## src/ecov_pkg.sv

```systemverilog
// Shared widths and constants for the exponential covariance kernel.
`timescale 1ns / 1ps
`default_nettype none

package ecov_pkg;

    localparam int unsigned COORD_W   = 32;   // signed point coordinate
    localparam int unsigned MAG_W     = 33;   // magnitude of a coordinate difference
    localparam int unsigned REG_W     = 24;   // config register / result width
    localparam int unsigned SQ_W      = 64;   // sum of squares
    localparam int unsigned ROOT_W    = 32;   // integer square root
    localparam int unsigned DIST_W    = 33;   // distance after undoing the pre-shift
    localparam int unsigned T_W       = REG_W + DIST_W;  // phi * distance
    localparam int unsigned FAR_LOG2  = 5;    // far cutoff is 2^5 = 32.0
    localparam int unsigned T32_W     = 32 + FAR_LOG2;   // exponent in Q.32 below cutoff
    localparam int unsigned K_W       = 6;    // ln2 multiples below the cutoff
    localparam int unsigned FRAC_W    = 32;   // reduced exponent in Q.32
    localparam int unsigned E_W       = 33;   // exp value in Q.32, up to 1.0
    localparam int unsigned SUM_W     = 36;   // signed series accumulator
    localparam int unsigned P_W       = REG_W + E_W;     // sigma_sq * exp
    localparam int unsigned TERMS     = 13;
    localparam int unsigned CFG_IDX_W = 2;

    localparam logic [FRAC_W-1:0] LN2_Q32 = 32'd2977044472;
    localparam logic [E_W-1:0]    ONE_Q32 = 33'h1_0000_0000;

    typedef enum logic [CFG_IDX_W-1:0] {
        CFG_SIGMA_SQ   = 2'd0,
        CFG_DECAY_RATE = 2'd1
    } t_cfg_idx;

endpackage

`default_nettype wire

```

## src/ecov_isqrt.sv

```systemverilog
// Pipelined integer square root, one result bit per stage.
`timescale 1ns / 1ps
`default_nettype none

module ecov_isqrt (
    input  logic                          i_clk,
    input  logic                          i_rst_n,
    input  logic                          i_en,
    input  logic                          i_valid,
    input  logic [ecov_pkg::SQ_W-1:0]     i_value,
    input  logic                          i_half,
    output logic                          o_valid,
    output logic [ecov_pkg::ROOT_W-1:0]   o_root,
    output logic                          o_half
);
    import ecov_pkg::*;

    localparam int unsigned STEPS = ROOT_W;

    logic            r_valid [STEPS];
    logic            r_half  [STEPS];
    logic [SQ_W-1:0] r_v     [STEPS];
    logic [SQ_W-1:0] r_res   [STEPS];

    for (genvar i = 0; i < STEPS; i++) begin : g_step
        localparam logic [SQ_W-1:0] BIT = SQ_W'(1) << (SQ_W - 2 - 2 * i);
        logic            w_valid;
        logic            w_half;
        logic [SQ_W-1:0] w_v;
        logic [SQ_W-1:0] w_res;
        logic [SQ_W-1:0] w_try;

        if (i == 0) begin : g_first
            assign w_valid = i_valid;
            assign w_half  = i_half;
            assign w_v     = i_value;
            assign w_res   = '0;
        end else begin : g_next
            assign w_valid = r_valid[i-1];
            assign w_half  = r_half[i-1];
            assign w_v     = r_v[i-1];
            assign w_res   = r_res[i-1];
        end

        assign w_try = w_res + BIT;

        always_ff @(posedge i_clk) begin
            if (!i_rst_n) begin
                r_valid[i] <= 1'b0;
            end else if (i_en) begin
                r_valid[i] <= w_valid;
            end
        end

        always_ff @(posedge i_clk) begin
            if (i_en) begin
                r_half[i] <= w_half;
                if (w_v >= w_try) begin
                    r_v[i]   <= w_v - w_try;
                    r_res[i] <= (w_res >> 1) + BIT;
                end else begin
                    r_v[i]   <= w_v;
                    r_res[i] <= w_res >> 1;
                end
            end
        end
    end

    assign o_valid = r_valid[STEPS-1];
    assign o_half  = r_half[STEPS-1];
    assign o_root  = r_res[STEPS-1][ROOT_W-1:0];

endmodule

`default_nettype wire

```

## config.mk

```make
export PLATFORM = sky130hd
export DESIGN_NAME = ecov_isqrt
export DESIGN_NICKNAME = d
export VERILOG_FILES = /design/src/ecov_pkg.sv /design/src/ecov_isqrt.sv
export SDC_FILE = /design/constraint.sdc
export NUM_CORES = 2
export LEC_CHECK = 0
export BUFFER_PORTS_ARGS = -buffer_cell sky130_fd_sc_hd__buf_2
export CELL_PAD_IN_SITES_DETAIL_PLACEMENT = 0
export CELL_PAD_IN_SITES_GLOBAL_PLACEMENT = 1
export CORE_ASPECT_RATIO = 0.7
export CORE_MARGIN = 2
export CORE_UTILIZATION = 24
export CTS_CLUSTER_DIAMETER = 120
export DETAILED_ROUTE_END_ITERATION = 8
export PLACE_DENSITY = 0.45
export SYNTH_ARGS = -nofsm -noshare
export SYNTH_HDL_FRONTEND = slang
export SYNTH_MEMORY_MAX_BITS = 65536
export SYNTH_SLANG_ARGS = --single-unit
```

## constraint.sdc

```tcl
create_clock -name i_clk -period 12.4 [get_ports i_clk]
set_input_delay 2.48 -clock i_clk [delete_from_list [all_inputs] [get_ports i_clk]]
set_output_delay 2.48 -clock i_clk [all_outputs]
set_load 0.01 [all_outputs]
```

==> impl_metrics.json <==
{
  "status": "complete, no violations",
  "fin_skew_ns": 0.0806,
  "critical_path.reg2reg.startpoint": "r_v[0][875]$_DFFE_PP_",
  "avgViaCountPerCell": 4.58,
  "initial_core_util_pct": 24.1,
  "synth_edf_count": 2575,
  "r2r_cells": 12,
  "place.port_buffers": 102,
  "regToRegSetupSlack_ns": 7.17,
  "grt_max_degree": 189,
  "cts_setup_buffers": 0,
  "antenna_left": 0,
  "place_congestion": 0.868,
  "yosys_warnings": 0,
  "most-common-layout-cells": "edfxtp_1 (2,575), nand2_1 (722), inv_1 (685), nor2_1 (558), ha_1 (558)",
  "slew_violations": 0,
  "ys_seq_area_share_pct": 62.7,
  "tritoncts": "yes",
  "crit_start": "i_en",
  "hold_class": "flop to flop",
  "holdBufCountCts": 0,
  "hold_violations": 0,
  "hpwl_um": 276000,
  "drc": 0,
  "dieHeight_um": 604,
  "mostFrequentLayoutCell": "edfxtp_1",
  "grt_first_pass_wirelength_um": 524000,
  "routedWlPerCell_um": 20.9,
  "io_pins": 103,
  "nFillCells": 52708,
  "ctsLongestPathBuffers": 4,
  "syn_to_final_growth_pct": 14.9,
  "drv_cap": 0,
  "cp.arrival_ns": 6.34,
  "grt-ovfl-total": 0,
  "grt_use_total_pct": 13.3,
  "irDropWorstVdd_uv": 103,
  "syn_area_per_cell_um2": 12.5,
  "p_leak_nw": 51.3,
  "drtIter0Drc": 7613,
  "cts-htree-levels": 5,
  "insertion_delay_ns": 0.96,
  "die_area_um2": 520000,
  "via_count": 78707,
  "min_period_over_period_pct": 46.1,
  "antenna_found_initial": 38,
  "layout.nets": 10709,
  "holdPathStages": 0,
  "seq_area_um2": 77300,
  "clkTransAtPathRegs_ns": 0.06,
  "core_um2": 513000,
  "setup_violations": 0,
  "period_needed_ns": 5.72,
  "ys_seq_elements": 2576,
  "setup.worst_path.class": "primary input to flop",
  "multi_input_area_um2": 42700,
  "powerDensity_nw_per_um2": 184,
  "synth_ff_type": "edfxtp_1",
  "max_freq_mhz": 175,
  "synth_fp_nets": 10472,
  "whs_ns": 0.418,
  "crit_path_end_kind": "flop",
  "grt_pass1_vias": 75515,
  "root_buffer": "clkbuf_16",
  "netlist_area_um2": 123000,
  "cts_buffers": 280,
  "drive_above_1_share_pct": 7.64,
  "synthCells": 9845,
  "slew_headroom_pct": 4.47,
  "ys_types": 103,
  "worst_pin_slew_ns": 1.42,
  "die_x_um": 861,
  "rows": 220,
  "cp.required_ns": 13.03,
  "totalWireLength_um": 359000,
  "fin_setup_tns_ns": 0,
  "cts_resized": 0,
  "worst_setup_path_start_kind": "primary input",
  "rsz0062_at_grt": "no",
  "cts_sinks": 2576,
  "dr.pass1.iters": 5,
  "r2r_end": "r_v[0][953]$_DFFE_PP_",
  "ys_async_sr_fraction_pct": 0,
  "cp_max_fo": 69,
  "crit_end": "r_v[1][503]$_DFFE_PP_"
}
[power breakdown]
part / switching (W) / leakage, nW / internal, W
combinational: 0.00328 / 21.9 / 0.00208
clock: 0.00369 / 4.50 / 0.00496
sequential: 0.00101 / 24.8 / 0.0110
[state kept, by name (all words and copies together), names as in the netlist]
name and count:
r_half 32, r_res 528, r_v 1984, r_valid 32
[synth_stat cells (all sizes together), types with 32 or more instances]
| master | instances | area, um^2 |
|---|---|---|
| a211oi | 37 | 288 |
| a21boi | 33 | 248 |
| a21o | 259 | 1940 |
| a21oi | 511 | 2560 |
| a31oi | 59 | 375 |
| and2 | 46 | 288 |
| and3 | 90 | 568 |
| clkbuf | 211 | 792 |
| edfxtp | 2575 | 77300 |
| ha | 558 | 6980 |
| inv | 685 | 2570 |
| mux2 | 55 | 619 |
| nand2 | 724 | 2720 |
| nand2b | 126 | 788 |
| nand3 | 177 | 906 |
| nand4 | 167 | 1040 |
| nand4b | 38 | 333 |
| nor2 | 559 | 2100 |
| nor2b | 79 | 494 |
| nor3 | 297 | 1500 |
| nor4 | 354 | 2240 |
| nor4b | 57 | 499 |
| o211ai | 32 | 240 |
| o21a | 109 | 818 |
| o21ai | 500 | 2500 |
| o21bai | 52 | 390 |
| o31ai | 44 | 335 |
| or2 | 56 | 350 |
| or3 | 86 | 543 |
| or4 | 75 | 578 |
| xnor2 | 487 | 4270 |
| xor2 | 396 | 3470 |
[critical path, cell delays in order]
cell	delay (ns)
buf_12	0.27
nor2b_1	0.42
nand4_1	0.19
a2111oi_1	0.60
o211ai_1	0.29
o31ai_2	0.78
a21oi_1	0.11
a31oi_2	0.40
or3_1	0.41
nor3_1	0.11
xor2_1	0.16
[area by class of cell]
type                    count  share of cell area, %
repair buffers            195                  0.916
multi-input cells        6343                   30.1
flip-flops and latches   2576                   54.5
well taps                6882                   6.07
diodes                      8                 0.0141
clock inverters           164                   1.31
clock buffers             333                   5.21
inverters                 686                   1.82
[per-layer routing]
| layer | track usage [%] | up-vias | routed length, um |
|---|---|---|---|
| met4 | 2.47 | 6 | 5980 |
| met1 | 21.6 | 38785 | 189000 |
| li1 | - | 37392 | - |
| met5 | 0.249 | - | 213 |
| met3 | 3.51 | 396 | 28200 |
| met2 | 17.3 | 2128 | 135000 |
[stage by stage]
stage	worst slack (ns)	instance area (um^2)	total power, W	util (%)	std cells
after CTS	6.87	142000	0.0263	27.7	17178
after detailed placement	5.85	133000	0.0175	25.9	16681
after global placement	5.84	132000	0.0175	25.9	16680
final	6.68	142000	0.0260	27.7	17187
after global routing	6.50	142000	0.0274	27.7	17182
after floorplan	5.76	123000	0.0155	-	9845
[worst min-delay path by stage]
stage / to / start
final: r_half[1][1]$_DFFE_PP_ / r_half[1][0]$_DFFE_PP_
after global routing: r_half[1][1]$_DFFE_PP_ / r_half[1][0]$_DFFE_PP_
after CTS: r_half[1][1]$_DFFE_PP_ / r_half[1][0]$_DFFE_PP_
after detailed placement: r_half[1][1]$_DFFE_PP_ / r_half[1][0]$_DFFE_PP_
after global placement: r_half[0][1]$_DFFE_PP_ / r_half[0][0]$_DFFE_PP_
after floorplan: r_half[0][10]$_DFFE_PP_ / r_half[0][9]$_DFFE_PP_
[cells by family (layout without fill, tap and decap cells)]
group / count (synthesis) / after routing / synth area share, %
buffers and inverters: 926 / 1378 / 2.85
other: 0 / 8 / 0
AO/OA/AOI/OAI: 1820 / 1820 / 9.28
AND/OR/NAND/NOR: 3018 / 3018 / 12.7
flip-flops: 2576 / 2576 / 62.7
adder cells (fa/ha/maj): 558 / 558 / 5.66
XOR/XNOR: 883 / 883 / 6.27
multiplexers: 64 / 64 / 0.575
Note: power is estimated with default switching activity, not from simulation.
