$ cat src/ecov_pkg.sv
// Shared widths and constants for the exponential covariance kernel.
`timescale 1ns / 1ps
`default_nettype none

package ecov_pkg;

    localparam int unsigned COORD_W   = 32;   // signed point coordinate
    localparam int unsigned MAG_W     = 33;   // magnitude of a coordinate difference
    localparam int unsigned REG_W     = 24;   // config register / result width
    localparam int unsigned SQ_W      = 64;   // sum of squares
    localparam int unsigned ROOT_W    = 32;   // integer square root
    localparam int unsigned DIST_W    = 33;   // distance after undoing the pre-shift
    localparam int unsigned T_W       = REG_W + DIST_W;  // phi * distance
    localparam int unsigned FAR_LOG2  = 5;    // far cutoff is 2^5 = 32.0
    localparam int unsigned T32_W     = 32 + FAR_LOG2;   // exponent in Q.32 below cutoff
    localparam int unsigned K_W       = 6;    // ln2 multiples below the cutoff
    localparam int unsigned FRAC_W    = 32;   // reduced exponent in Q.32
    localparam int unsigned E_W       = 33;   // exp value in Q.32, up to 1.0
    localparam int unsigned SUM_W     = 36;   // signed series accumulator
    localparam int unsigned P_W       = REG_W + E_W;     // sigma_sq * exp
    localparam int unsigned TERMS     = 13;
    localparam int unsigned CFG_IDX_W = 2;

    localparam logic [FRAC_W-1:0] LN2_Q32 = 32'd2977044472;
    localparam logic [E_W-1:0]    ONE_Q32 = 33'h1_0000_0000;

    typedef enum logic [CFG_IDX_W-1:0] {
        CFG_SIGMA_SQ   = 2'd0,
        CFG_DECAY_RATE = 2'd1
    } t_cfg_idx;

endpackage

`default_nettype wire

$ cat src/ecov_reduce.sv
// Scale distance by phi, detect far points, split exponent into k*ln2 + r.
`timescale 1ns / 1ps
`default_nettype none

module ecov_reduce #(
    parameter int unsigned FRAC_BITS = 16
) (
    input  logic                          i_clk,
    input  logic                          i_rst_n,
    input  logic                          i_en,
    input  logic [ecov_pkg::REG_W-1:0]    i_decay,
    input  logic                          i_valid,
    input  logic [ecov_pkg::DIST_W-1:0]   i_dist,
    output logic                          o_valid,
    output logic [ecov_pkg::FRAC_W-1:0]   o_r,
    output logic [ecov_pkg::K_W-1:0]      o_k,
    output logic                          o_far
);
    import ecov_pkg::*;

    localparam int unsigned FAR_SH = FAR_LOG2 + 2 * FRAC_BITS;
    localparam int unsigned Q_SH   = 2 * FRAC_BITS;

    logic                 r_t_valid;
    logic [T_W-1:0]       r_t;
    logic                 r_s_valid;
    logic                 r_s_far;
    logic [T32_W-1:0]     r_s_t32;
    logic [T_W+31:0]      w_t_wide;

    always_ff @(posedge i_clk) begin
        if (!i_rst_n) begin
            r_t_valid <= 1'b0;
            r_s_valid <= 1'b0;
        end else if (i_en) begin
            r_t_valid <= i_valid;
            r_s_valid <= r_t_valid;
        end
    end

    // bring Q.2F to Q.32: multiply by 2^32, then drop 2F bits
    assign w_t_wide = {r_t, 32'b0};

    always_ff @(posedge i_clk) begin
        if (i_en) begin
            r_t     <= T_W'(i_decay) * T_W'(i_dist);
            r_s_far <= (r_t >> FAR_SH) != '0;
            r_s_t32 <= w_t_wide[Q_SH +: T32_W];
        end
    end

    logic             r_valid [K_W];
    logic             r_far   [K_W];
    logic [T32_W-1:0] r_rem   [K_W];
    logic [K_W-1:0]   r_k     [K_W];

    // restoring division by ln2, one quotient bit per stage
    for (genvar i = 0; i < K_W; i++) begin : g_div
        localparam int unsigned J = K_W - 1 - i;
        localparam logic [T32_W-1:0] DIV = T32_W'(LN2_Q32) << J;
        logic             w_valid;
        logic             w_far;
        logic [T32_W-1:0] w_rem;
        logic [K_W-1:0]   w_k;

        if (i == 0) begin : g_first
            assign w_valid = r_s_valid;
            assign w_far   = r_s_far;
            assign w_rem   = r_s_t32;
            assign w_k     = '0;
        end else begin : g_next
            assign w_valid = r_valid[i-1];
            assign w_far   = r_far[i-1];
            assign w_rem   = r_rem[i-1];
            assign w_k     = r_k[i-1];
        end

        always_ff @(posedge i_clk) begin
            if (!i_rst_n) begin
                r_valid[i] <= 1'b0;
            end else if (i_en) begin
                r_valid[i] <= w_valid;
            end
        end

        always_ff @(posedge i_clk) begin
            if (i_en) begin
                r_far[i] <= w_far;
                if (w_rem >= DIV) begin
                    r_rem[i] <= w_rem - DIV;
                    r_k[i]   <= w_k | (K_W'(1) << J);
                end else begin
                    r_rem[i] <= w_rem;
                    r_k[i]   <= w_k;
                end
            end
        end
    end

    assign o_valid = r_valid[K_W-1];
    assign o_far   = r_far[K_W-1];
    assign o_k     = r_k[K_W-1];
    assign o_r     = r_rem[K_W-1][FRAC_W-1:0];

endmodule

`default_nettype wire

$ cat config.mk
export PLATFORM = sky130hd
export DESIGN_NAME = ecov_reduce
export DESIGN_NICKNAME = d
export VERILOG_FILES = /design/src/ecov_pkg.sv /design/src/ecov_reduce.sv
export SDC_FILE = /design/constraint.sdc
export NUM_CORES = 2
export LEC_CHECK = 0
export ABC_AREA = 1
export BUFFER_PORTS_ARGS = -buffer_cell sky130_fd_sc_hd__buf_2
export CAP_MARGIN = 10
export CORE_MARGIN = 2
export CORE_UTILIZATION = 63
export DETAILED_ROUTE_END_ITERATION = 8
export PLACE_DENSITY = 0.8
export SYNTH_ARGS = -nofsm -noshare
export SYNTH_HDL_FRONTEND = slang
export SYNTH_SLANG_ARGS = --single-unit
$ cat constraint.sdc
create_clock -name i_clk -period 11.2 [get_ports i_clk]
set_clock_uncertainty 0.05 [all_clocks]
set_input_delay 2.24 -clock i_clk [delete_from_list [all_inputs] [get_ports i_clk]]
set_output_delay 2.24 -clock i_clk [all_outputs]
set_load 0.01 [all_outputs]
==> results by group <==
Outcome
  • Status: finished clean

Flow run
  • Max Cap Viol: 0

Clocking
  • CTS resizes: 0
  • Root buf cell: clkbuf_16
  • Clk pin slew, worst setup/hold paths: 0.06 ns
  • CTS Hold Bufs: 0
  • Clock buffer depth: 3
  • Clk_lat worst skew: 0.59 ns
  • CTS tree: yes
  • Post-CTS Setup Repair Bufs: 0
  • Htree depth: 2
  • CTS Sinks: 347
  • Inserted Clock Buffers: 41

Critical path
  • Crit-path max cell delay: 0.70 ns
  • Worst setup SP type: input port
  • Worst Path Required: 11.52 ns
  • Critical path cell sequence: buf_2, nand2_1, fa_1, inv_1, fa_1, inv_1, fa_1, inv_1, fa_1, fa_1, fa_1, fa_1, ha_1, nand2_1, nor2_1, inv_1, nor3_1, nand3_1, nand3_1, xor2_1
  • Crit end category: flop
  • Crit-path leading delay family: adder cells
  • CP max-delay cell: buf_2
  • Kind of critical path: in2reg
  • Crit-path max FO: 33
  • Cell mode on critical path: fa_1
  • Worst Path Arrival: 8.92 ns
  • Crit path buffers/inverters: 5

Floorplan
  • Initial core utilization: 63.42%
  • Die width: 280.1 um
  • Chip Height: 280.1 um
  • Die footprint: 0.07843 mm^2
  • I/O pin cnt: 101
  • Std-Cell Rows: 101
  • Core Footprint: 0.07570 mm^2

Finish
  • Ratio of cells with drive above 1 in the final layout: 4.117%
  • Syn-to-layout area delta: 4.608%
  • Most common cell after layout, fill and taps aside: nand2_1
  • Nets: 7238
  • Most frequent cells in the layout: nand2_1 (2098), inv_1 (1600), fa_1 (680)
  • Filler instances: 6503

Routing
  • Vias/cell: 5.457
  • Routed wire per std cell: 18.53 um
  • Remaining DRCs: 0
  • ANT nets after route: 0
  • Iteration-0 DRC Markers: 3361
  • Drt total wl: 135.7 mm
  • First-pass DRT Iterations: 8
  • Vias: 39960

Worst hold path
  • Class of the worst hold path: reg2reg

Timing
  • Fin. max-slew vios: 0
  • RSZ-0062 raised after global routing: false
  • Worst Max-Slew Pin Slew: 1.074 ns
  • Slew Limit Headroom: 28.25%
  • Setup TNS: 0 ns
  • Period utilisation layout: 76.82%
  • Setup ws final: 2.596 ns
  • Final setup viols: 0
  • Final Hold Viols: 0
  • Final Critical Period: 8.604 ns
  • Max frequency: 116.2 MHz

Synthesis
  • Distinct cell type count after synthesis: 45
  • Largest family of logic cells by synthesized area: adder cells
  • Post-synthesis adder-cell area fraction: 33.28%
  • Synth Area in Simple Gates: 25.66%
  • Post-synthesis instance total: 6376
  • Post-synthesis compound-gate area fraction: 2.293%
  • Yosys reg bits: 347
  • Syn nets: 7306
  • Syn_area_per_cell: 7.530 um^2
  • Yosys warning count: 0
  • FFs w/ async S/R, synth: 0%
  • Post-synth EDFFs: 344
  • Post-synthesis sequential area ratio: 21.64%
  • Synthesized-area fraction occupied by xor and xnor cells: 2.278%
  • Mux cell area share after synthesis: 0%
  • Post-synth top flop: edfxtp_1
  • Post-Syn Area: 0.04801 mm^2

Placed design
  • Setup WS pre-CTS: 2.147 ns
  • GP Congestion: 0.9767
  • IO buf count: 100
  • DP HPWL: 105.3 mm

GRT
  • Largest net degree at the start of global routing: 66
  • First-pass GRT wire length: 214.7 mm
  • Initial antenna violation count: 10
  • Vias in the first global route: 39680
  • Remaining global-route overflow: 0
  • Aggregate global-route resource usage: 35.45%
## flip-flops by register name, indices dropped and copies added (netlist names)
register,flops
r_rem,217
r_t,57
g_div.w_rem,37
r_k,21
r_far,6
r_valid,6
g_div.w_far,1
g_div.w_valid,1
r_t_valid,1
## path summary, 6_finish.rpt
kind                  endpoint  slack, ns  cells past startpoint         from
setup reg to reg  r_rem[5][17]       7.71                     10  r_rem[4][3]
hold reg to reg       r_far[3]       0.36                      0     r_far[2]
hold / removal        r_far[3]       0.36                      0     r_far[2]
setup / recovery       r_t[26]       2.60                     20  i_decay[15]
## metal layers
metal	up-vias	wire length (um)	track usage (%)
li1	18640	-	-
met5	-	53	0
met3	396	12250	6.379
met4	12	6626	15.30
met1	19080	52200	45.99
met2	1834	64560	58.68
## worst register-to-register path, delay by kind of cell, from the launching register on
family | cells | cell delay [ns]
fa+ha+maj | 1 | 0.26
flops | 1 | 0.48
simple gates | 9 | 2.59
## per-stage QoR
step           cell area, um^2  cells  hold WS (ns)  utilization (%)
6_report                 50220   7323        0.3562            66.34
5_1_grt                  50210   7317        0.3755            66.33
4_1_cts                  50180   7316        0.3603            66.29
3_5_place_dp             48800   7242        0.3545            64.46
3_3_place_gp             48800   7242        0.3515            64.46
2_1_floorplan            48010   6376        0.3503                -
## layout make-up
class                   count  area, um^2  area share [%]
inverters                1611        6047           12.04
well taps                 978        1224           2.437
multi-input cells        4190       30500           60.74
clock buffers              49        1066           2.123
clock inverters            25       316.6          0.6303
diodes                      6       15.01         0.02990
repair buffers            117       658.1           1.310
flip-flops and latches    347       10390           20.69
## synth_stat cells, types with 2 or more instances
library cell | instances | area share (%)
a21boi_0 | 3 | 0.047
a21oi_1 | 89 | 0.93
a21oi_2 | 2 | 0.036
a31oi_1 | 7 | 0.091
and2_1 | 10 | 0.13
and3_1 | 3 | 0.039
buf_1 | 2 | 0.016
buf_2 | 13 | 0.14
buf_4 | 23 | 0.36
buf_6 | 16 | 0.38
clkbuf_1 | 174 | 1.4
dfxtp_1 | 3 | 0.13
edfxtp_1 | 344 | 22
fa_1 | 680 | 28
ha_1 | 189 | 4.9
inv_1 | 1600 | 13
inv_2 | 11 | 0.086
nand2_1 | 2098 | 16
nand2_2 | 16 | 0.21
nand3_1 | 350 | 3.6
nand3_2 | 17 | 0.35
nand3b_1 | 21 | 0.33
nand4_1 | 51 | 0.66
nor2_1 | 319 | 2.5
nor2_2 | 20 | 0.26
nor2_4 | 5 | 0.12
nor3_1 | 61 | 0.64
nor3_2 | 6 | 0.13
nor4_1 | 9 | 0.12
o211ai_1 | 3 | 0.047
o21a_1 | 5 | 0.078
o21ai_0 | 52 | 0.54
o21ai_1 | 28 | 0.29
o21bai_1 | 12 | 0.19
or2_2 | 3 | 0.039
xnor2_1 | 14 | 0.26
xor2_1 | 109 | 2.0
## kinds of logic after synthesis
| group | Yosys count |
|---|---|
| AO/OA/AOI/OAI | 204 |
| XOR/XNOR | 124 |
| adder cells (fa/ha/maj) | 869 |
| buffers and inverters | 1839 |
| flip-flops | 347 |
| AND/OR/NAND/NOR | 2993 |
Power is not shown: default switching activity piles up to over one toggle a cycle in this logic, so the estimate is an artifact.
